File: src/rtl/ipru_pkg.sv
// ----------------------------------------------------------------------------
// ipru_pkg
// Shared types and constants for the integer pixel replicate upscaler.
// ----------------------------------------------------------------------------
package ipru_pkg;

  // default sizing
  localparam int DEF_MAX_WIDTH = 1024;
  localparam int DEF_MAX_SCALE = 64;

  // field widths
  localparam int PIX_W      = 24;
  localparam int SCALE_W    = 7;
  localparam int SRC_W_W    = 11;
  localparam int PAD_W      = 2;
  localparam int CFG_IDX_W  = 1;
  localparam int CFG_DATA_W = 11;

  // configuration register indexes
  localparam logic [CFG_IDX_W-1:0] REG_SCALE = 1'b0;
  localparam logic [CFG_IDX_W-1:0] REG_WIDTH = 1'b1;

  // input operation codes
  localparam logic OP_PIXEL  = 1'b0;
  localparam logic OP_REPLAY = 1'b1;

  // one run of copies handed from the front end to the back end
  typedef struct packed {
    logic [PIX_W-1:0]   pix;
    logic [SCALE_W-1:0] count;     // copies to emit, 1..MAX_SCALE
    logic               row_last;  // run closes an output row
    logic [PAD_W-1:0]   pad;
  } cmd_t;

endpackage

File: src/rtl/ipru_back.sv
// ----------------------------------------------------------------------------
// ipru_back
// Expands each run command into its copies, one output pixel per cycle while
// the receiver is ready, through a registered output stage.
// ----------------------------------------------------------------------------
module ipru_back import ipru_pkg::*; (
  input  logic             clk,
  input  logic             rst,
  input  logic             head_valid,
  input  cmd_t             head,
  output logic             pop,
  output logic             out_valid,
  input  logic             out_ready,
  output logic [PIX_W-1:0] out_pixel,
  output logic             row_end,
  output logic [PAD_W-1:0] pad_bytes,
  output logic             run_last
);

  logic               busy;
  cmd_t               cur;
  logic [SCALE_W-1:0] left;
  logic               advance;
  logic               src_valid;
  cmd_t               src;
  logic [SCALE_W-1:0] src_left;
  logic               src_last;

  // current run or the queue head when no run is open
  assign advance   = !out_valid || out_ready;
  assign src_valid = busy || head_valid;
  assign src       = busy ? cur : head;
  assign src_left  = busy ? left : head.count;
  assign src_last  = (src_left <= SCALE_W'(1));
  assign pop       = advance && !busy && head_valid;

  // run tracking
  always_ff @(posedge clk) begin
    if (rst) begin
      busy <= 1'b0;
    end else if (advance && src_valid) begin
      busy <= !src_last;
    end
  end

  always_ff @(posedge clk) begin
    if (advance && src_valid) begin
      cur  <= src;
      left <= src_left - SCALE_W'(1);
    end
  end

  // output register
  always_ff @(posedge clk) begin
    if (rst) begin
      out_valid <= 1'b0;
    end else if (advance) begin
      out_valid <= src_valid;
    end
  end

  always_ff @(posedge clk) begin
    if (advance && src_valid) begin
      out_pixel <= src.pix;
      row_end   <= src_last && src.row_last;
      pad_bytes <= (src_last && src.row_last) ? src.pad : '0;
      run_last  <= src_last;
    end
  end

endmodule

File: config.mk
export PLATFORM = sky130hd
export DESIGN_NAME = ipru_back
export DESIGN_NICKNAME = d
export VERILOG_FILES = /design/src/rtl/ipru_pkg.sv /design/src/rtl/ipru_back.sv
export SDC_FILE = /design/constraint.sdc
export NUM_CORES = 1
export LEC_CHECK = 0
export ABC_AREA = 0
export BUFFER_PORTS_ARGS = -buffer_cell sky130_fd_sc_hd__buf_2
export CAP_MARGIN = 20
export CELL_PAD_IN_SITES_DETAIL_PLACEMENT = 2
export CELL_PAD_IN_SITES_GLOBAL_PLACEMENT = 2
export CORE_ASPECT_RATIO = 1.75
export CORE_MARGIN = 10
export CORE_UTILIZATION = 32
export DETAILED_ROUTE_END_ITERATION = 16
export PLACE_DENSITY = 0.8
export SLEW_MARGIN = 20
export SYNTH_ARGS = -nofsm -noshare
export SYNTH_HDL_FRONTEND = slang
export SYNTH_SLANG_ARGS = --single-unit
File: constraint.sdc
create_clock -name clk -period 3.2 [get_ports clk]
set_clock_uncertainty 0.05 [all_clocks]
set_input_delay 0.64 -clock clk [delete_from_list [all_inputs] [get_ports clk]]
set_output_delay 0.64 -clock clk [all_outputs]
set_load 0.02 [all_outputs]
Word level (Yosys, flattened, before mapping)

Cells that the tools add are included.

Register bits: 47
Bits of input ports: 38
Output and inout port bits: 30
Word-level logic and storage cells: 25

$add $sub $neg: 1
Magnitude comparators: 1
Multiplexer cells: 2
Bitwise gates (word level): 1
Reductions and logical operators: 10

Operators with widths:

| kind                | number |
|---|---|
| $mux 34             | 1 |
| $le 7x1->1 const B  | 1 |
| $mux 7              | 1 |
| $sub 7x1->7 const B | 1 |
| $logic_and 1x1->1   | 4 |
| $logic_not 1->1     | 3 |
| $logic_or 1x1->1    | 2 |
| $reduce_and 2->1    | 1 |
| $not 1->1           | 1 |

Logic depth before layout (Yosys ltp)

Gate-level depths: netlist of run 1.

Depth after elaboration: 4
Mapped depth: 8
Mapped depth without buffers: 6

Worst setup path after synthesis of run 1

No wires, ideal clock.

Path kind: input to register
Start: in out_ready
End: reg out_pixel[0], enable pin
Library setup time: 0.405 ns
Data arrival time: 1.862 ns
Required time: 2.745 ns
Slack: 0.884 ns
Stages: 3
Path buffers: 0
Cells stage by stage: nand2b_1 > nand2_1 > nor2_1

Cells in the longest elaborated chain, start to end: 3

Ends and longest elaborated chain:

| what                              | line            | source |
|---|---|---|
| from (decl)                       | ipru_back.sv:13 | `input logic out_ready,` |
| $logic_or 1x1->1                  | ipru_back.sv:30 | `assign advance = !out_valid \|\| out_ready;` |
| $logic_and 1x1->1                 | ipru_back.sv:63 | `if (advance && src_valid) begin` |
| $reduce_and 2->1 (no source line) | n/a             |  |
| to (signal assigned)              | ipru_back.sv:64 | `out_pixel <= src.pix;` |
| to (decl)                         | ipru_back.sv:14 | `output logic [PIX_W-1:0] out_pixel,` |

No other way between the ends.
A chain may end at the register's enable or synchronous reset.

Worst setup path after layout of run 1

Start: reg busy
End: out pop

Cells in the longest elaborated chain, start to end: 3

Ends and longest elaborated chain:

| what                           | line            | source |
|---|---|---|
| from (decl)                    | ipru_back.sv:20 | `logic busy;` |
| from (signal assigned)         | ipru_back.sv:42 | `busy <= !src_last;` |
| $logic_not 1->1                | ipru_back.sv:35 | `assign pop = advance && !busy && head_valid;` |
| $logic_and 1x1->1 (2 in a row) | ipru_back.sv:35 |  |
| to (decl)                      | ipru_back.sv:11 | `output logic pop,` |

No other way between the ends.

==> out/qor.yml, run 1 <==
period_needed_ns: 2.13
setup_violations: 0
tightest_slew_ns: 0.470
htreeDepth: 2
grt.total_usage_pct: 10.1
synth_async_sr_flop_share_pct: 0
clkLatencyLatePin_ns: 0.29
synth_top_area_share_pct: 58.1
yosysSeqAreaShare_pct: 60.2
regToRegSetupSlack_ns: 1.16
leakage_nw: 0.929
synthTopCellsByArea: "edfxtp_1 (58%), buf_4 (9.2%), nor2b_1 (8.0%)"
hpwl_um: 3920
synth_area_leader_cell: "edfxtp_1"
worst-path-max-fanout: 43
totalWireLength_um: 4850
grt_overflow: 0
slew_violations: 0
final_util_pct: 39.1
detail-route-antenna-nets: 0
dp.cells: 267
fp.dieH_um: 124
avgRoutedWirePerCell_um: 17.6
required_ns: 2.51
rsz0062_at_grt: "no"
syn_to_final_growth_pct: 18.1
crit_cells: 3
cts_buffers: 5
critPathLaunchType: "register"
arrival_ns: 1.44
synth_ff_type: "edfxtp_1"
internal-power_uw: 944
grt_pass1_wl_um: 7400
finalSetupTns_ns: 0
slew_headroom_pct: 68.7
grt_pass1_vias: 1402
cpPeakStageDelay_ns: 0.44
diodes: 0
hold_depth: 2
die_area_um2: 9790
setup.worst_path.class: "register to output pin"
netlist_area_um2: 1960
seq_power_share_pct: 51.8
yosysMostFrequentCell: "edfxtp_1"
final_hold_viol_count: 0
first_iter_violations: 63
vias_per_cell: 4.54
cts.repair.resized: 0
pwr-share-clk_pct: 31.6
finalNonFillerCells: 275
peakVddDrop_uv: 295
cts_setup_buffers: 0
clkTransAtPathRegs_ns: 0.07
syn_inst: 148
path_buf_inv: 2
min_path_type: "primary input to register"
power_frac_comb_pct: 16.7
dr.pass1.iters: 4
p_per_area_nw_per_um2: 547
cp_slowest_cell: "buf_4"
clockBufferDepth: 2
num_rows: 37
drive_gt1_share_pct: 43.7
path_delay_family: "buffers and inverters"
netSwitchingPower_uw: 324
cp_cell_sequence: "buf_4 -> nor2_1 -> buf_2"
yosys-top-cells-count: "edfxtp_1 (38), nor2b_1 (25), buf_4 (24)"
cts_tree: "built"
swShare_pct: 25.6
core_um2: 5930
min_from: "rst"
place_area_um2: 2210
nFillCells: 674
nNetsFinal: 236
cts-root-buf: "clkbuf_8"
avgSynthCellArea_um2: 13.3
rr_worst_depth: 4
io_buffers: 67
gp_congestion: 0.702
grt_antenna_before_repair: 0
grt_start_max_net_pins: 44
status: "completed"
finalCritPeriodShare_pct: 66.5
cts_hold_buf: 0
ys_warn_count: 0
hold_path_end: "out_valid$_SDFFE_PP0N_"
initial_utilization_pct: 33.1
drc: 0
ys_types: 32
io_pins: 68
cts_sinks: 40
stdcell_area_um2: 2320
maxCapViolCount: 0
synth_nets: 188
rr_startpoint: "busy$_SDFFE_PP0P_"
num_vias: 1249
ys_seq_elements: 40
critPathCaptureType: "output pin"
synth_edf_count: 38
reg2reg_to: "pad_bytes[0]$_SDFFCE_PN0P_"
dieWidth_um: 79.2
max_freq_mhz: 470
## per-layer routing
metal	vias to the layer above	track usage [%]	wire (um)
met5	-	0	0
met4	0	4.73	79
met3	6	3.10	238
met2	41	20.2	2960
met1	610	8.62	1570
li1	592	-	-
## worst max-delay path by stage
stage                            from  slack [ns]                          to
floorplan                   out_ready        0.88      out_pixel[0]$_DFFE_PP_
global placement              head[3]        1.06  pad_bytes[0]$_SDFFCE_PN0P_
detailed placement            head[3]        0.98  pad_bytes[0]$_SDFFCE_PN0P_
CTS                 busy$_SDFFE_PP0P_        1.02                         pop
global route        busy$_SDFFE_PP0P_        0.95                         pop
finish              busy$_SDFFE_PP0P_        1.07                         pop
## logic make-up after synthesis
group                      count (synthesis)  share of synthesized area (%)
AOI/OAI and AO/OA                         11                           4.59
xor gates and xnor gates                   5                           2.23
adders and majority gates                  2                           1.27
buffers and inverters                     33                           11.5
DFF                                       40                           60.2
muxes                                      9                           4.91
and+or+nand+nor                           48                           15.4
## power by group through the flow
stage | Combinational, mW | Clock, mW | Sequential (mW)
finish | 0.211 | 0.401 | 0.657
global route | 0.233 | 0.438 | 0.663
CTS | 0.218 | 0.419 | 0.658
detailed placement | 0.218 | 0 | 0.670
global placement | 0.209 | 0 | 0.667
floorplan | 0.158 | 0 | 0.668
## sequential cells by signal, indices dropped and copies added, names as in the netlist
name and flops:
out_pixel 24, left 7, cur 3, pad_bytes 2
busy 1, out_valid 1, row_end 1, run_last 1
## stage by stage
step                      hold slack (ns)  power [mW]  worst slack [ns]
after floorplan                     0.484       0.826             0.884
after global placement              0.495       0.876              1.06
after detailed placement            0.510       0.888             0.975
after CTS                           0.496        1.30              1.02
after global routing                0.492        1.33             0.949
final                               0.493        1.27              1.07
## cell type report
cell class                 count  area, um^2  share of cell area, %
sequential                    40        1180                   51.0
multi-input combinational     75         559                   24.1
timing repair buffer          70         358                   15.4
tap                           78        97.6                   4.21
clock buffer                   5        68.8                   2.97
clock inverter                 3        37.5                   1.62
inverter                       4        15.0                  0.648
## cells in the final DEF, fill, tap and decap left out, types with 2 or more instances in the layout
master,Yosys,layout
buf_2,3,67
edfxtp_1,38,38
nor2b_1,25,25
nor2_1,8,7
mux2i_1,6,6
nor3_1,5,5
clkbuf_8,0,5
inv_1,4,4
nand2b_1,3,3
xnor2_1,3,3
buf_4,24,3
xor2_1,2,2
a211oi_1,2,2
a21oi_1,2,2
mux2_2,2,2
nor4b_1,2,2
ha_1,2,2
clkinv_1,0,2
Note: power is estimated with default switching activity, not from simulation.
==> run 2: changes to the inputs <==
--- a/config.mk
+++ b/config.mk
@@ -12,9 +12,9 @@
 export CELL_PAD_IN_SITES_GLOBAL_PLACEMENT = 2
 export CORE_ASPECT_RATIO = 1.75
 export CORE_MARGIN = 10
-export CORE_UTILIZATION = 32
+export CORE_UTILIZATION = 29
 export DETAILED_ROUTE_END_ITERATION = 16
-export PLACE_DENSITY = 0.8
+export PLACE_DENSITY = 0.77
 export SLEW_MARGIN = 20
 export SYNTH_ARGS = -nofsm -noshare
 export SYNTH_HDL_FRONTEND = slang
==> constraint.sdc (replaced) <==
create_clock -name clk -period 1.85 [get_ports clk]
set_clock_uncertainty 0.05 [all_clocks]
set_input_delay 0.37 -clock clk [delete_from_list [all_inputs] [get_ports clk]]
set_output_delay 0.37 -clock clk [all_outputs]
set_load 0.02 [all_outputs]
==> out/qor.yml, run 2 (synthesized netlist as in run 1, its figures left out) <==
status: "completed"
critPathCaptureType: "register"
max_freq_mhz: 570
dieWidth_um: 82.2  # +3.8%
critPathLaunchType: "register"
detail-route-antenna-nets: 0  # unchanged
diodes: 0  # unchanged
initial_utilization_pct: 30.0  # -3.1 points
grt.total_usage_pct: 9.61  # -0.48 points
dp_slack_ns: -0.00315  # -0.979 ns
grt_start_max_net_pins: 33  # -25%
dr.pass1.iters: 3  # -1
slew_headroom_pct: 76.6  # +7.9 points
cts_sinks: 40  # unchanged
clkTransAtPathRegs_ns: 0.06  # about the same
syn_to_final_growth_pct: 26.7
arrival_ns: 1.73  # +0.29 ns
cts_buffers: 5  # unchanged
num_vias: 1269  # +1.6%
period_needed_ns: 1.75
first_iter_violations: 47  # -25%
avgRoutedWirePerCell_um: 17.5  # -0.97%
peakVddDrop_uv: 399  # +35%
vias_per_cell: 4.47  # -1.6%
cpPeakStageDelay_ns: 0.41  # -0.03 ns
final_util_pct: 38.0  # -1.1 points
most-common-layout-cells: "buf_2 (67), edfxtp_1 (38), nor2b_1 (25)"
grt_pass1_vias: 1438  # +2.6%
drc: 0  # unchanged
core_um2: 6540  # +10%
cp_slowest_cell: "dfxtp_4"
reg_top3: "out_pixel: 24 flops, left: 7 flops, cur: 3 flops"
worst-path-max-fanout: 5  # -88%
cp_cell_sequence: "mux2i_4 -> inv_1 -> ha_1 -> or2_4 -> o221ai_4 -> nor4b_1"
finalCritPeriodShare_pct: 94.9
grt_antenna_before_repair: 0  # unchanged
slew_violations: 0  # unchanged
fp.dieH_um: 129  # +4.2%
required_ns: 1.82  # -0.69 ns
fin_ws_ns: 0.0953  # -0.978 ns
min_from: "rst"
die_area_um2: 10600  # +8.2%
io_pins: 68  # unchanged
clkLatencyLatePin_ns: 0.28  # about the same
gp_congestion: 0.777  # +11%
power_mw: 2.52  # +99%
setup_violations: 0  # unchanged
nNetsFinal: 241  # +2.1%
holdWs_ns: 0.200  # -0.293 ns
totalWireLength_um: 4960  # +2.3%
cts-root-buf: "clkbuf_16"
io_buffers: 67  # unchanged
htreeDepth: 2  # unchanged
clockBufferDepth: 2  # unchanged
maxCapViolCount: 0  # unchanged
grt_overflow: 0  # unchanged
rr_startpoint: "busy$_SDFFE_PP0P_"
hpwl_um: 4060  # +3.5%
grt_pass1_wl_um: 7560  # +2.1%
num_rows: 39  # +5.4%
setup.worst_path.class: "register to register"
cts_tree: "built"
mostFrequentLayoutCell: "buf_2"
p_per_area_nw_per_um2: 1010  # +85%
leakage_nw: 0.997  # +7.3%
tightest_slew_ns: 0.350  # -0.120 ns
top_register: "out_pixel"
final_hold_viol_count: 0  # unchanged
largest_reg_flops: 24  # unchanged
cts_hold_buf: 0  # unchanged
startpoint: "busy$_SDFFE_PP0P_"
min_path_type: "primary input to register"
drive_gt1_share_pct: 47.0  # +3.4 points
-- run 2: cell count changes in the layout (fill, tap and decap cells not counted), sizes merged --
cell	previous run	this run
clkinv	2	1
buf	70	75
clkbuf	5	6
-- run 2: worst paths after layout --
kind	depth (start not counted)	endpoint	slack, ns
min reg2reg	2	out_valid$_SDFFE_PP0N_	0.52
max reg2reg	6	pad_bytes[1]$_SDFFCE_PN0P_	0.1
max	6	pad_bytes[1]$_SDFFCE_PN0P_	0.1
min	2	out_valid$_SDFFE_PP0N_	0.20
-- run 2: cell type report --
| type | instances | area, um^2 |
|---|---|---|
| well taps | 82 | 103 |
| inverters | 4 | 15.0 |
| repair buffers | 75 | 420 |
| fillers | 730 | 4050 |
| clock buffers | 6 | 129 |
| flip-flops and latches | 40 | 1180 |
| clock inverters | 2 | 35.0 |
| multi-input cells | 75 | 601 |
-- run 2: critical path, delay by kind of cell, from the launching register on --
kind,cells,cell delay (ns)
AO/OA/AOI/OAI,1,0.20
adder cells (fa/ha/maj),1,0.19
buffers and inverters,1,0.07
flip-flops,1,0.41
multiplexers,1,0.27
AND/OR/NAND/NOR,2,0.32
-- run 2: power breakdown --
part | internal, mW | switching, mW | total [mW] | leakage [nW]
sequential | 1.10 | 0.0422 | 1.14 | 0.388
clock | 0.634 | 0.327 | 0.961 | 0.0808
combinational | 0.178 | 0.240 | 0.417 | 0.528
-- run 2: what timing repair did --
| item | CTS | global route |
|---|---|---|
| endpoints found under the hold margin | 0 | 0 |
| gates resized for setup | 1 | 3 |
| endpoints found under the setup margin | 2 | 4 |
| setup buffers | 0 | 2 |
| pin swaps | 0 | 0 |
-- run 2: stage by stage --
step                      TNS [ns]  cells  area [um^2]
final                            0    284         2490
after global routing       -0.0236    284         2490
after CTS                        0    282         2460
after detailed placement  -0.00315    274         2280
after global placement           0    274         2280
after floorplan            -0.0397    148         2000
-- run 2: per-layer routing --
metal,part of all wire (%),track usage [%]
met4,2.3,4.93
met5,0,0
met2,61,18.6
met3,5.2,2.93
met1,31,8.16
