## src/rtl/ipru_pkg.sv

```systemverilog
// ----------------------------------------------------------------------------
// ipru_pkg
// Shared types and constants for the integer pixel replicate upscaler.
// ----------------------------------------------------------------------------
package ipru_pkg;

  // default sizing
  localparam int DEF_MAX_WIDTH = 1024;
  localparam int DEF_MAX_SCALE = 64;

  // field widths
  localparam int PIX_W      = 24;
  localparam int SCALE_W    = 7;
  localparam int SRC_W_W    = 11;
  localparam int PAD_W      = 2;
  localparam int CFG_IDX_W  = 1;
  localparam int CFG_DATA_W = 11;

  // configuration register indexes
  localparam logic [CFG_IDX_W-1:0] REG_SCALE = 1'b0;
  localparam logic [CFG_IDX_W-1:0] REG_WIDTH = 1'b1;

  // input operation codes
  localparam logic OP_PIXEL  = 1'b0;
  localparam logic OP_REPLAY = 1'b1;

  // one run of copies handed from the front end to the back end
  typedef struct packed {
    logic [PIX_W-1:0]   pix;
    logic [SCALE_W-1:0] count;     // copies to emit, 1..MAX_SCALE
    logic               row_last;  // run closes an output row
    logic [PAD_W-1:0]   pad;
  } cmd_t;

endpackage

```

## src/rtl/ipru_queue.sv

```systemverilog
// ----------------------------------------------------------------------------
// ipru_queue
// Two-entry command queue between the front end and the back end.
// ----------------------------------------------------------------------------
module ipru_queue import ipru_pkg::*; (
  input  logic clk,
  input  logic rst,
  input  logic push_valid,
  output logic push_ready,
  input  cmd_t push_cmd,
  output logic head_valid,
  input  logic pop,
  output cmd_t head
);

  cmd_t       slots [2];
  logic       wr_ptr;
  logic       rd_ptr;
  logic [1:0] fill;
  logic       do_push;
  logic       do_pop;

  assign push_ready = (fill != 2'd2);
  assign head_valid = (fill != 2'd0);
  assign head       = slots[rd_ptr];
  assign do_push    = push_valid && push_ready;
  assign do_pop     = pop && head_valid;

  // pointers and fill level
  always_ff @(posedge clk) begin
    if (rst) begin
      wr_ptr <= 1'b0;
      rd_ptr <= 1'b0;
      fill   <= 2'd0;
    end else begin
      if (do_push) begin
        wr_ptr <= !wr_ptr;
      end
      if (do_pop) begin
        rd_ptr <= !rd_ptr;
      end
      if (do_push && !do_pop) begin
        fill <= fill + 2'd1;
      end else if (do_pop && !do_push) begin
        fill <= fill - 2'd1;
      end
    end
  end

  // storage
  always_ff @(posedge clk) begin
    if (do_push) begin
      slots[wr_ptr] <= push_cmd;
    end
  end

endmodule

```

## config.mk

```make
export PLATFORM = sky130hd
export DESIGN_NAME = ipru_queue
export DESIGN_NICKNAME = d
export VERILOG_FILES = /design/src/rtl/ipru_pkg.sv /design/src/rtl/ipru_queue.sv
export SDC_FILE = /design/constraint.sdc
export NUM_CORES = 1
export LEC_CHECK = 0
export BUFFER_PORTS_ARGS = -buffer_cell sky130_fd_sc_hd__buf_2
export CORE_ASPECT_RATIO = 0.8
export CORE_MARGIN = 8
export CORE_UTILIZATION = 40
export CTS_CLUSTER_SIZE = 10
export DETAILED_ROUTE_END_ITERATION = 10
export PLACE_DENSITY_LB_ADDON = 0.08
export SYNTH_ARGS = -nofsm -noshare
export SYNTH_HDL_FRONTEND = slang
export SYNTH_SLANG_ARGS = --single-unit
export TNS_END_PERCENT = 20
```

## constraint.sdc

```tcl
create_clock -name clk -period 2.4 [get_ports clk]
set_clock_uncertainty 0.1 [all_clocks]
set_input_delay 0.36 -clock clk [delete_from_list [all_inputs] [get_ports clk]]
set_output_delay 0.36 -clock clk [all_outputs]
set_load 0.01 [all_outputs]
```

Yosys cells after proc, flatten, opt, wreduce, memory -nomap -nowiden
Memory sizes are Yosys's and may differ from the RTL's. A register that Yosys moved wholly into a read port is not among the register bits.
Cells that the tools add are included.
{ "classes": {"addsub": 2, "eq_ne": 1, "mux": 6, "reduce_logical": 10} }
{ "ops": {"columns": ["operator", "count"], "rows": [
  ["logical AND 1 bit", 4],
  ["logical NOT 1 bit", 4],
  ["2-to-1 mux 1 bit", 4],
  ["2-to-1 mux 2 bit", 2],
  ["nonzero test 2 bit", 2],
  ["adder 2 x 1 -> 2 bit (second input constant)", 1],
  ["!= test 2 bit (second input constant)", 1],
  ["subtractor 2 x 1 -> 2 bit (second input constant)", 1]
]} }
{ "totals": {"regBits": 4, "ram_bits": 68, "input_bits": 38, "memories": 1} }
{ "memory_table": {"columns": ["memory", "depth", "width", "rd", "rd_clocked_by_memory_dff", "write_ports", "line_no", "text"], "rows": [
  ["slots", 2, 34, 1, 1, 1, "ipru_queue.sv:16", "cmd_t slots [2];"]
]} }

Logic depth before layout (Yosys ltp)
Gate-level depths: netlist of run 1.
{ "logic_depth": {"depth_word": 6, "depth_mapped": 6} }

Least setup slack after synthesis of run 1
OpenSTA, ideal clock, no wires.
{ "synth_path": {"path_type": "reg-to-reg", "from": "reg fill[0]", "to": "mem slots[1][0] in the netlist's numbering, enable pin", "setup_ns": 0.394, "t_arrival_ns": 1.517, "required_ns": 1.906, "path_slack_ns": 0.389, "stages_incl_launch_ff": 3, "period_less_slack_ns": 2.011, "cell_sequence": "dfxtp_1 nand2b_1 and3_1"} }
{ "synth_between": {"elab_chain_cells": 4} }
{ "synth_lines": {"columns": ["element", "line_no", "text"], "rows": [
  ["start: declaration", "ipru_queue.sv:19", "logic [1:0] fill;"],
  ["start signal: assignment", "ipru_queue.sv:43", "fill <= fill + 2'd1;"],
  ["start signal: assignment", "ipru_queue.sv:45", "fill <= fill - 2'd1;"],
  ["!= test 2 bit", "ipru_queue.sv:23", "assign push_ready = (fill != 2'd2);"],
  ["net push_ready", "ipru_queue.sv:9", "output logic push_ready,"],
  ["logical AND 1 bit", "ipru_queue.sv:26", "assign do_push = push_valid && push_ready;"],
  ["2-to-1 mux 1 bit", "ipru_queue.sv:52", "if (do_push) begin"],
  ["2-to-1 mux 1 bit (not written as such)", "ipru_queue.sv:53", "slots[wr_ptr] <= push_cmd;"],
  ["end: declaration", "ipru_queue.sv:16", null]
]} }
The timed path passes the listed nets, and every way through them passes these cells.

==> reports/qor.csv, run 1 <==
stage,metric,value,unit
final_layout,Diodes inserted,0,
final_layout,Layout Utilization,51.52,%
setup_path,Critical R2R Launch,fill[0],
cts,hold buffers post-CTS,0,
pwr,pwr dens,992.4,nW/um2
floorplanning,die width,107.4,um
cts,CTS tree,done,
setup_path,CP Data Required Time,1.94,ns
cts,clock sink total,73,
hold_path,Worst Hold Depth,1,
final_layout,Filler cells,560,
pwr,Leak,1.253,nW
grt,antenna violations before repair,0,
setup_path,"critical path fanouts, max",26,
cts,CTS buffer count,9,
cts,Worst-Skew Late Latency,0.33,ns
setup_path,Critical path buffers and inverters,2,
timing,final clock period utilization by the worst path,88.77,%
detailed_routing,ANT nets after route,0,
setup_path,"CP delay by family, top",flip-flops,
cts,Clock Path Buffers,2,
final_layout,share of cells above drive strength 1,58.06,%
cts,Clock transition at path regs,0.07,ns
timing,RSZ-0062 raised after global routing,false,
hold_path,Tightest Hold Check Type,input port to flip-flop,
setup_path,crit end category,output pin,
synth,yosys warns,0,
final_layout,"Area growth, synth to finish",24.16,%
synth,Netlist Area Pre-Place,2673,um2
detailed_routing,Vias/cell,4.638,
floorplanning,Initial Util,41.49,%
grt,first-pass GRT wire length,7728,um
cts,# resized after CTS,0,
timing,Final Max Slew Viols,0,
grt,grt ovf,0,
cts,clock root cell,clkbuf_8,
hold_path,Hold EP,slots[1][27],
cts,Post-CTS Setup Bufs,0,
timing,Max Clk Rate,469.4,MHz
setup_path,"slowest stage delay, CP",0.58,ns
detailed_routing,WL/cell,16.73,um
setup_path,RR Endpoint,slots[0][6],
synth,syn_area_per_cell,20.56,um2
timing,Tightest Pin Transition,0.4878,ns
setup_path,CP max stage cell,dfxtp_1,
setup_path,Worst Setup Start Kind,flip-flop,
setup_path,CP Cell Sequence,buf_12 > mux2_2 > buf_2,
grt,Global Route Usage Sum,11.04,%
cts,H-tree Lvls,3,
placed_design,hpwl dp,3572,um
detailed_routing,DRC,0,
synth,library cells used by synthesis,18,
placed_design,RePlAce Congestion,0.7026,
synth,post-synthesis sequential area ratio,80.15,%
status,status,completed,
detailed_routing,Vias,1396,
setup_path,arrival time at the worst endpoint,1.67,ns
floorplanning,io pins,74,
floorplanning,Core Footprint,6441,um2
final_layout,"most common cell after layout, fill and taps aside",buf_2,
detailed_routing,initial DRC count,54,
synth,register bit total from synthesis,73,
synth,post-synth top area share,76.40,%
placed_design,Port Buf Inserts,73,
floorplanning,Die ar.,9569,um2
setup_path,Setup CP Type,flip-flop to output pin,
setup_path,R2R depth,4,
synth,Mapped Cells,130,
timing,max_slew headroom,67.45,%
hold_path,HP Start,push_cmd[27],
timing,Final min period,2.130,ns
floorplanning,row cnt,26,
grt,vias in the first global route,1564,
grt,pin count of the biggest net entering global routing,35,
synth,syn_nets,169,
synth,Synth area leaders,"edfxtp_1 76%, mux2_2 14%, dfxtp_1 3.7%",
pwr,VDD IR-drop max,0.6112,mV
timing,Final TNS setup,0,ns
final_layout,Layout Nets,252,
timing,final hold vios,0,
detailed_routing,DR pass1 iterations,4,
floorplanning,Die Y,89.11,um
timing,final setup violation count,0,
setup_path,R2R setup slack,0.59,ns
flow_run,Max Cap Violations,0,
detailed_routing,routed wire length,5036,um
final_layout,most frequent cells in the layout,"73 x buf_2, 68 x edfxtp_1, 34 x mux2_2",
synth,leading area contributor after synthesis,edfxtp_1,
## Yosys cell counts
| master | number |
|---|---|
| edfxtp_1 | 68 |
| mux2_2 | 34 |
| dfxtp_1 | 5 |
| nor2_1 | 3 |
| xor2_1 | 3 |
| a21oi_1 | 2 |
| buf_2 | 2 |
| buf_4 | 2 |
| o21ai_0 | 2 |
| a21bo_2 | 1 |
| and2_1 | 1 |
| and3_1 | 1 |
| ha_1 | 1 |
| inv_1 | 1 |
| nand2b_1 | 1 |
| nand3b_1 | 1 |
| or2_2 | 1 |
| or3_1 | 1 |
## layer usage
| layer | global-route usage (%) | vias up | part of all wire, % |
|---|---|---|---|
| met4 | 3.769 | 0 | 0.62 |
| met5 | 0 | - | 0 |
| met3 | 6.628 | 4 | 9.1 |
| met2 | 19.82 | 53 | 53 |
| li1 | - | 667 | - |
| met1 | 10.27 | 672 | 37 |
## logic make-up (layout without fill, tap and decap cells)
family	count (synthesis)	in the layout	share of synthesized area, %
fa+ha+maj	1	1	0.4681
xor+xnor	3	3	0.9833
mux	34	34	14.33
flops	73	73	80.15
simple gates	9	9	1.873
buf+inv	5	92	1.076
compound gates	5	5	1.124
## how the worst max path moves through the flow
stage                       end  slack, ns  depth (start not counted)
finish                 head[20]       0.27                          3
global route           head[20]       0.17                          3
CTS                    head[19]       0.22                          3
detailed placement     head[19]       0.60                          3
global placement       head[19]       0.62                          3
floorplan           slots[1][0]       0.39                          2
## per-stage QoR
stage	area, um2	power [mW]	instances	setup WS [ns]	hold slack (ns)
detailed placement	3167	2.596	286	0.5978	0.4285
global placement	3167	2.566	286	0.6184	0.3849
floorplan	2673	2.228	130	0.3889	0.3291
CTS	3318	3.348	301	0.2248	0.09398
finish	3318	3.293	301	0.2696	0.1109
global route	3318	3.471	301	0.1700	0.08483
## flip-flops by register name (all words and copies together) (netlist names), named ones only
signal	flops
slots	68
fill	2
rd_ptr	1
wr_ptr	1
## worst reg2reg max path, stage by stage, from the launching register on
cell and delay [ns]:
dfxtp_1 0.41, nand2b_1 0.22, nand3b_1 0.13, inv_1 0.39
buf_12 0.25
## power by group
part / internal [mW] / switching [mW] / leakage, nW
Combinational: 0.431 / 0.450 / 0.494
Sequential: 1.59 / 0.0709 / 0.676
Clock: 0.358 / 0.390 / 0.0831
Total: 2.38 / 0.910 / 1.25
## final cells by class
cell class                      instances  area, um2  share of cell area, %
Clock buffer                           10      127.6                  3.846
Clock inverter                          5      23.77                 0.7164
Inverter                                1      3.754                 0.1131
Multi-Input combinational cell         52      503.0                  15.16
Sequential cell                        73       2142                  64.55
Tap cell                               84      105.1                  3.167
Timing Repair Buffer                   76      412.9                  12.44
(Power assumes the default switching activity.)
==> inputs of run 2 (changes only) <==
--- a/config.mk
+++ b/config.mk
@@ -5,12 +5,13 @@
 export SDC_FILE = /design/constraint.sdc
 export NUM_CORES = 1
 export LEC_CHECK = 0
-export BUFFER_PORTS_ARGS = -buffer_cell sky130_fd_sc_hd__buf_2
+export CAP_MARGIN = 20
 export CORE_ASPECT_RATIO = 0.8
 export CORE_MARGIN = 8
 export CORE_UTILIZATION = 40
 export CTS_CLUSTER_SIZE = 10
 export DETAILED_ROUTE_END_ITERATION = 10
+export DONT_BUFFER_PORTS = 1
 export PLACE_DENSITY_LB_ADDON = 0.08
 export SYNTH_ARGS = -nofsm -noshare
 export SYNTH_HDL_FRONTEND = slang
==> reports/qor.csv, run 2 (synthesized netlist as in run 1, its figures left out) <==
stage,metric,value,unit
setup_path,"CP delay by family, top",simple AND/OR/NAND/NOR gates,
final_layout,Layout Utilization,50.97,%
setup_path,"slowest stage delay, CP",0.35,ns
grt,pin count of the biggest net entering global routing,35,
placed_design,hpwl dp,3114,um
grt,Global Route Usage Sum,9.933,%
setup_path,Worst Setup Start Kind,flip-flop,
detailed_routing,Vias,1256,
pwr,switching pwr,839.9,uW
timing,max_slew headroom,69.08,%
final_layout,Largest register FFs,68,
floorplanning,Die Y,89.11,um
cts,Worst-Skew Late Latency,0.33,ns
pwr,sequential fraction of design power,53.1,%
setup_path,CP Data Required Time,2.56,ns
pwr,Sw Share,27.11,%
final_layout,Diodes inserted,0,
cts,Clock Path Buffers,2,
detailed_routing,initial DRC count,43,
setup_path,Critical R2R Launch,fill[0],
pwr,clock share of power,23.3,%
flow_run,Max Cap Violations,0,
cts,# resized after CTS,0,
setup_path,arrival time at the worst endpoint,1.97,ns
pwr,pwr dens,943.5,nW/um2
placed_design,Port Buf Inserts,0,
timing,RSZ-0062 raised after global routing,false,
hold_path,Tightest Hold Check Type,input port to flip-flop,
pwr,Internal Power,2.258,mW
grt,first-pass GRT wire length,6713,um
timing,Final TNS setup,0,ns
setup_path,R2R setup slack,0.59,ns
grt,grt ovf,0,
final_layout,final cell count without fillers,263,
timing,Max Clk Rate,553.9,MHz
final_layout,largest reg by FF count,slots,
final_layout,Final Cell Area,3283,um2
hold_path,Hold EP,wr_ptr,
grt,antenna violations before repair,0,
hold_path,Worst Hold Depth,2,
pwr,Leak,1.104,nW
setup_path,"critical path fanouts, max",5,
timing,Tightest Pin Transition,0.4638,ns
pwr,VDD IR-drop max,0.4554,mV
final_layout,Layout Nets,215,
setup_path,R2R depth,5,
detailed_routing,DR pass1 iterations,4,
placed_design,Cells after DPL,214,
timing,final setup violation count,0,
final_layout,"most common cell after layout, fill and taps aside",edfxtp_1,
floorplanning,row cnt,26,
detailed_routing,WL/cell,17.30,um
timing,Final min period,1.805,ns
cts,CTS tree,done,
status,status,completed,
timing,final hold vios,0,
floorplanning,Die ar.,9569,um2
cts,Post-CTS Setup Bufs,0,
pwr,Design Power,3.098,mW
timing,hold_ws,0.1281,ns
cts,clock sink total,73,
cts,H-tree Lvls,3,
detailed_routing,routed wire length,4551,um
detailed_routing,Vias/cell,4.776,
final_layout,share of cells above drive strength 1,29.61,%
pwr,combinational power share,23.6,%
grt,vias in the first global route,1241,
timing,"Worst Setup Slack, final",0.5947,ns
timing,Final Max Slew Viols,0,
floorplanning,Core Footprint,6441,um2
cts,CTS buffer count,9,
setup_path,Setup CP Type,flip-flop to flip-flop,
placed_design,dpl ws,0.5993,ns
setup_path,crit end category,flip-flop,
placed_design,RePlAce Congestion,0.7075,
placed_design,Area after DPL,2784,um2
timing,final clock period utilization by the worst path,75.22,%
setup_path,CP max stage cell,dfxtp_1,
cts,Clock transition at path regs,0.06,ns
hold_path,HP Start,push_valid,
floorplanning,io pins,74,
setup_path,CP Cell Sequence,nand2b_1 > and2_1 > ha_1 > or3_1 > a21oi_1,
floorplanning,Initial Util,41.49,%
setup_path,RR Endpoint,fill[1],
detailed_routing,ANT nets after route,0,
final_layout,biggest regs,"slots x68, fill x2",
cts,clock root cell,clkbuf_8,
final_layout,most frequent cells in the layout,"68 x edfxtp_1, 35 x dlygate4sd3_1, 34 x mux2_2",
final_layout,"Area growth, synth to finish",22.85,%
detailed_routing,DRC,0,
floorplanning,die width,107.4,um
setup_path,Critical path buffers and inverters,0,
run 2: layer usage:
metal  vias to the layer above  share of wire, %  track usage (%)
li1                        593                 -                -
met3                         9               9.4            8.285
met5                         -                 0                0
met2                        47                53            17.30
met4                         0               1.6            4.523
met1                       607                36            7.793
run 2: how the worst max path moves through the flow:
| stage | cells after the start | to | start |
|---|---|---|---|
| 2_1_floorplan | 2 | slots[1][0] | fill[0] |
| 3_3_place_gp | 5 | fill[1] | fill[0] |
| 3_5_place_dp | 5 | fill[1] | fill[0] |
| 4_1_cts | 5 | fill[1] | fill[0] |
| 5_1_grt | 4 | slots[0][32] | fill[0] |
| 6_report | 5 | fill[1] | fill[0] |
run 2: what timing repair did:
item	in CTS	in global routing
endpoints found under the hold margin	5	68
hold buffers	1	34
endpoints found under the setup margin	0	0
run 2: worst reg2reg max path: stages, from the launching register on:
cell      delay (ns)
dfxtp_1         0.35
nand2b_1        0.27
and2_1          0.22
ha_1            0.32
or3_1           0.35
a21oi_1         0.14
run 2: layout make-up:
class / instances / area [um2]
Sequential cell: 73 / 2142
Inverter: 1 / 3.754
Fill cell: 540 / 3158
Clock buffer: 9 / 123.9
Clock inverter: 5 / 25.02
Timing Repair Buffer: 39 / 380.4
Multi-Input combinational cell: 52 / 503.0
Tap cell: 84 / 105.1
run 2: power by group through the flow:
stage | clock network, mW | logic (mW) | registers (mW)
after floorplan | 0 | 0.570 | 1.66
after global placement | 0 | 0.689 | 1.66
after detailed placement | 0 | 0.697 | 1.67
after CTS | 0.757 | 0.704 | 1.65
after global routing | 0.806 | 0.803 | 1.66
final | 0.723 | 0.732 | 1.64
==> inputs of run 3 (changes only) <==
==> constraint.sdc (replaced) <==
create_clock -name clk -period 1.79 [get_ports clk]
set_clock_uncertainty 0.1 [all_clocks]
set_input_delay 0.2685 -clock clk [delete_from_list [all_inputs] [get_ports clk]]
set_output_delay 0.2685 -clock clk [all_outputs]
set_load 0.01 [all_outputs]
==> reports/qor.csv, run 3 (synthesized netlist as in run 1, its figures left out) <==
stage,metric,value,unit
status,status,completed,
cts,Clock Path Buffers,2,
pwr,VDD IR-drop max,0.6996,mV
hold_path,Hold EP,rd_ptr,
detailed_routing,DR pass1 iterations,4,
placed_design,dpl ws,0.1162,ns
floorplanning,Initial Util,41.49,%
floorplanning,Die Y,89.11,um
setup_path,crit end category,flip-flop,
cts,CTS tree,done,
final_layout,Layout Nets,216,
cts,Clock transition at path regs,0.07,ns
detailed_routing,DRC,0,
setup_path,R2R setup slack,0.07,ns
timing,hold_ws,0.1715,ns
grt,antenna violations before repair,0,
floorplanning,row cnt,26,
placed_design,Port Buf Inserts,0,
setup_path,Critical R2R Launch,fill[0],
pwr,Sw Share,26.44,%
final_layout,"Area growth, synth to finish",25.70,%
setup_path,Worst Setup Start Kind,flip-flop,
placed_design,Area after DPL,2821,um2
cts,H-tree Lvls,3,
setup_path,arrival time at the worst endpoint,1.90,ns
flow_run,Max Cap Violations,0,
timing,Final Max Slew Viols,0,
pwr,sequential fraction of design power,50.3,%
cts,Post-CTS Setup Bufs,0,
final_layout,biggest regs,"slots x68, fill x2",
detailed_routing,routed wire length,4770,um
setup_path,CP Data Required Time,1.97,ns
pwr,pwr dens,1309,nW/um2
floorplanning,io pins,74,
timing,Max Clk Rate,581.3,MHz
grt,pin count of the biggest net entering global routing,35,
detailed_routing,WL/cell,18.00,um
final_layout,Largest register FFs,68,
pwr,switching pwr,1.163,mW
cts,Worst-Skew Late Latency,0.33,ns
hold_path,Tightest Hold Check Type,input port to flip-flop,
timing,RSZ-0062 raised after global routing,false,
timing,Final TNS setup,0,ns
grt,grt ovf,0,
floorplanning,Die ar.,9569,um2
final_layout,"most common cell after layout, fill and taps aside",edfxtp_1,
cts,clock root cell,clkbuf_8,
placed_design,hpwl dp,3144,um
floorplanning,die width,107.4,um
hold_path,Worst Hold Depth,3,
final_layout,Diodes inserted,0,
grt,Global Route Usage Sum,10.72,%
final_layout,most frequent cells in the layout,"68 x edfxtp_1, 36 x dlygate4sd3_1, 34 x mux2_2",
cts,clock sink total,73,
timing,final setup violation count,0,
timing,final clock period utilization by the worst path,96.11,%
placed_design,Cells after DPL,214,
final_layout,final cell count without fillers,265,
pwr,Leak,1.136,nW
pwr,Internal Power,3.235,mW
setup_path,crit path from,fill[0],
detailed_routing,Vias/cell,4.826,
final_layout,share of cells above drive strength 1,30.39,%
final_layout,Final Cell Area,3359,um2
timing,"Worst Setup Slack, final",0.06969,ns
timing,Tightest Pin Transition,0.3090,ns
setup_path,"critical path fanouts, max",5,
setup_path,Setup CP Type,flip-flop to flip-flop,
timing,final hold vios,0,
timing,Final min period,1.720,ns
detailed_routing,ANT nets after route,0,
cts,CTS buffer count,9,
setup_path,RR Endpoint,wr_ptr,
hold_path,HP Start,pop,
setup_path,R2R depth,5,
floorplanning,Core Footprint,6441,um2
grt,first-pass GRT wire length,7486,um
grt,vias in the first global route,1449,
detailed_routing,initial DRC count,47,
final_layout,largest reg by FF count,slots,
placed_design,RePlAce Congestion,0.6689,
timing,max_slew headroom,79.18,%
pwr,combinational power share,23.7,%
pwr,clock share of power,26.0,%
detailed_routing,Vias,1279,
[run 3: cell count changes in the layout (fill, tap and decap cells not counted), sizes merged]
cell,change
bufinv,+1
clkinv,-1
dlygate4sd3,+1
clkbuf,+2
clkinvlp,-1
[run 3: cell type report]
cell class	count	area [um2]
fill	536	3082
multi-input combinational	52	503.0
clock buffer	11	131.4
sequential	73	2143
inverter	1	3.754
clock inverter	4	45.04
timing repair buffer	40	427.9
tap	84	105.1
[run 3: timing repair]
| item | CTS | global route |
|---|---|---|
| hold buffers | 36 | 0 |
| resized for setup | 0 | 1 |
| setup endpoints to repair | 0 | 1 |
| hold endpoints to repair | 73 | 0 |
[run 3: critical path, cell delays in order (launching register included)]
cell and delay [ns]:
dfxtp_2 0.35, nand2b_1 0.16, buf_4 0.16, a21bo_2 0.21, a21oi_1 0.15, dlygate4sd3_1 0.55
[run 3: per-stage QoR]
| stage | power [mW] | util (%) |
|---|---|---|
| after detailed placement | 3.240 | 43.80 |
| after global placement | 3.196 | 43.80 |
| final | 4.397 | 52.16 |
| after CTS | 4.479 | 52.14 |
| after floorplan | 2.987 | - |
| after global routing | 4.631 | 52.16 |
[run 3: worst max-delay path by stage]
| stage | endpoint | slack, ns | depth (start not counted) |
|---|---|---|---|
| after floorplan | slots[0][0] | -0.1 | 3 |
| after global placement | fill[1] | 0.20 | 5 |
| final | wr_ptr | 0.07 | 5 |
| after CTS | head[11] | 0.06 | 2 |
| after detailed placement | fill[1] | 0.12 | 5 |
| after global routing | wr_ptr | 0.01 | 5 |
[run 3: metal layers]
metal	GRT usage, %	share of wire (%)
met1	9.686	37
met2	18.87	52
met3	6.988	9.5
met4	4.271	1.7
met5	0	0
[run 3: power by group through the flow]
| stage | clock network, mW | registers (mW) | logic [mW] |
|---|---|---|---|
| finish | 1.15 | 2.21 | 1.04 |
| global route | 1.26 | 2.23 | 1.13 |
| CTS | 1.19 | 2.21 | 1.07 |
| detailed placement | 0 | 2.25 | 0.991 |
| global placement | 0 | 2.23 | 0.968 |
| floorplan | 0 | 2.22 | 0.765 |
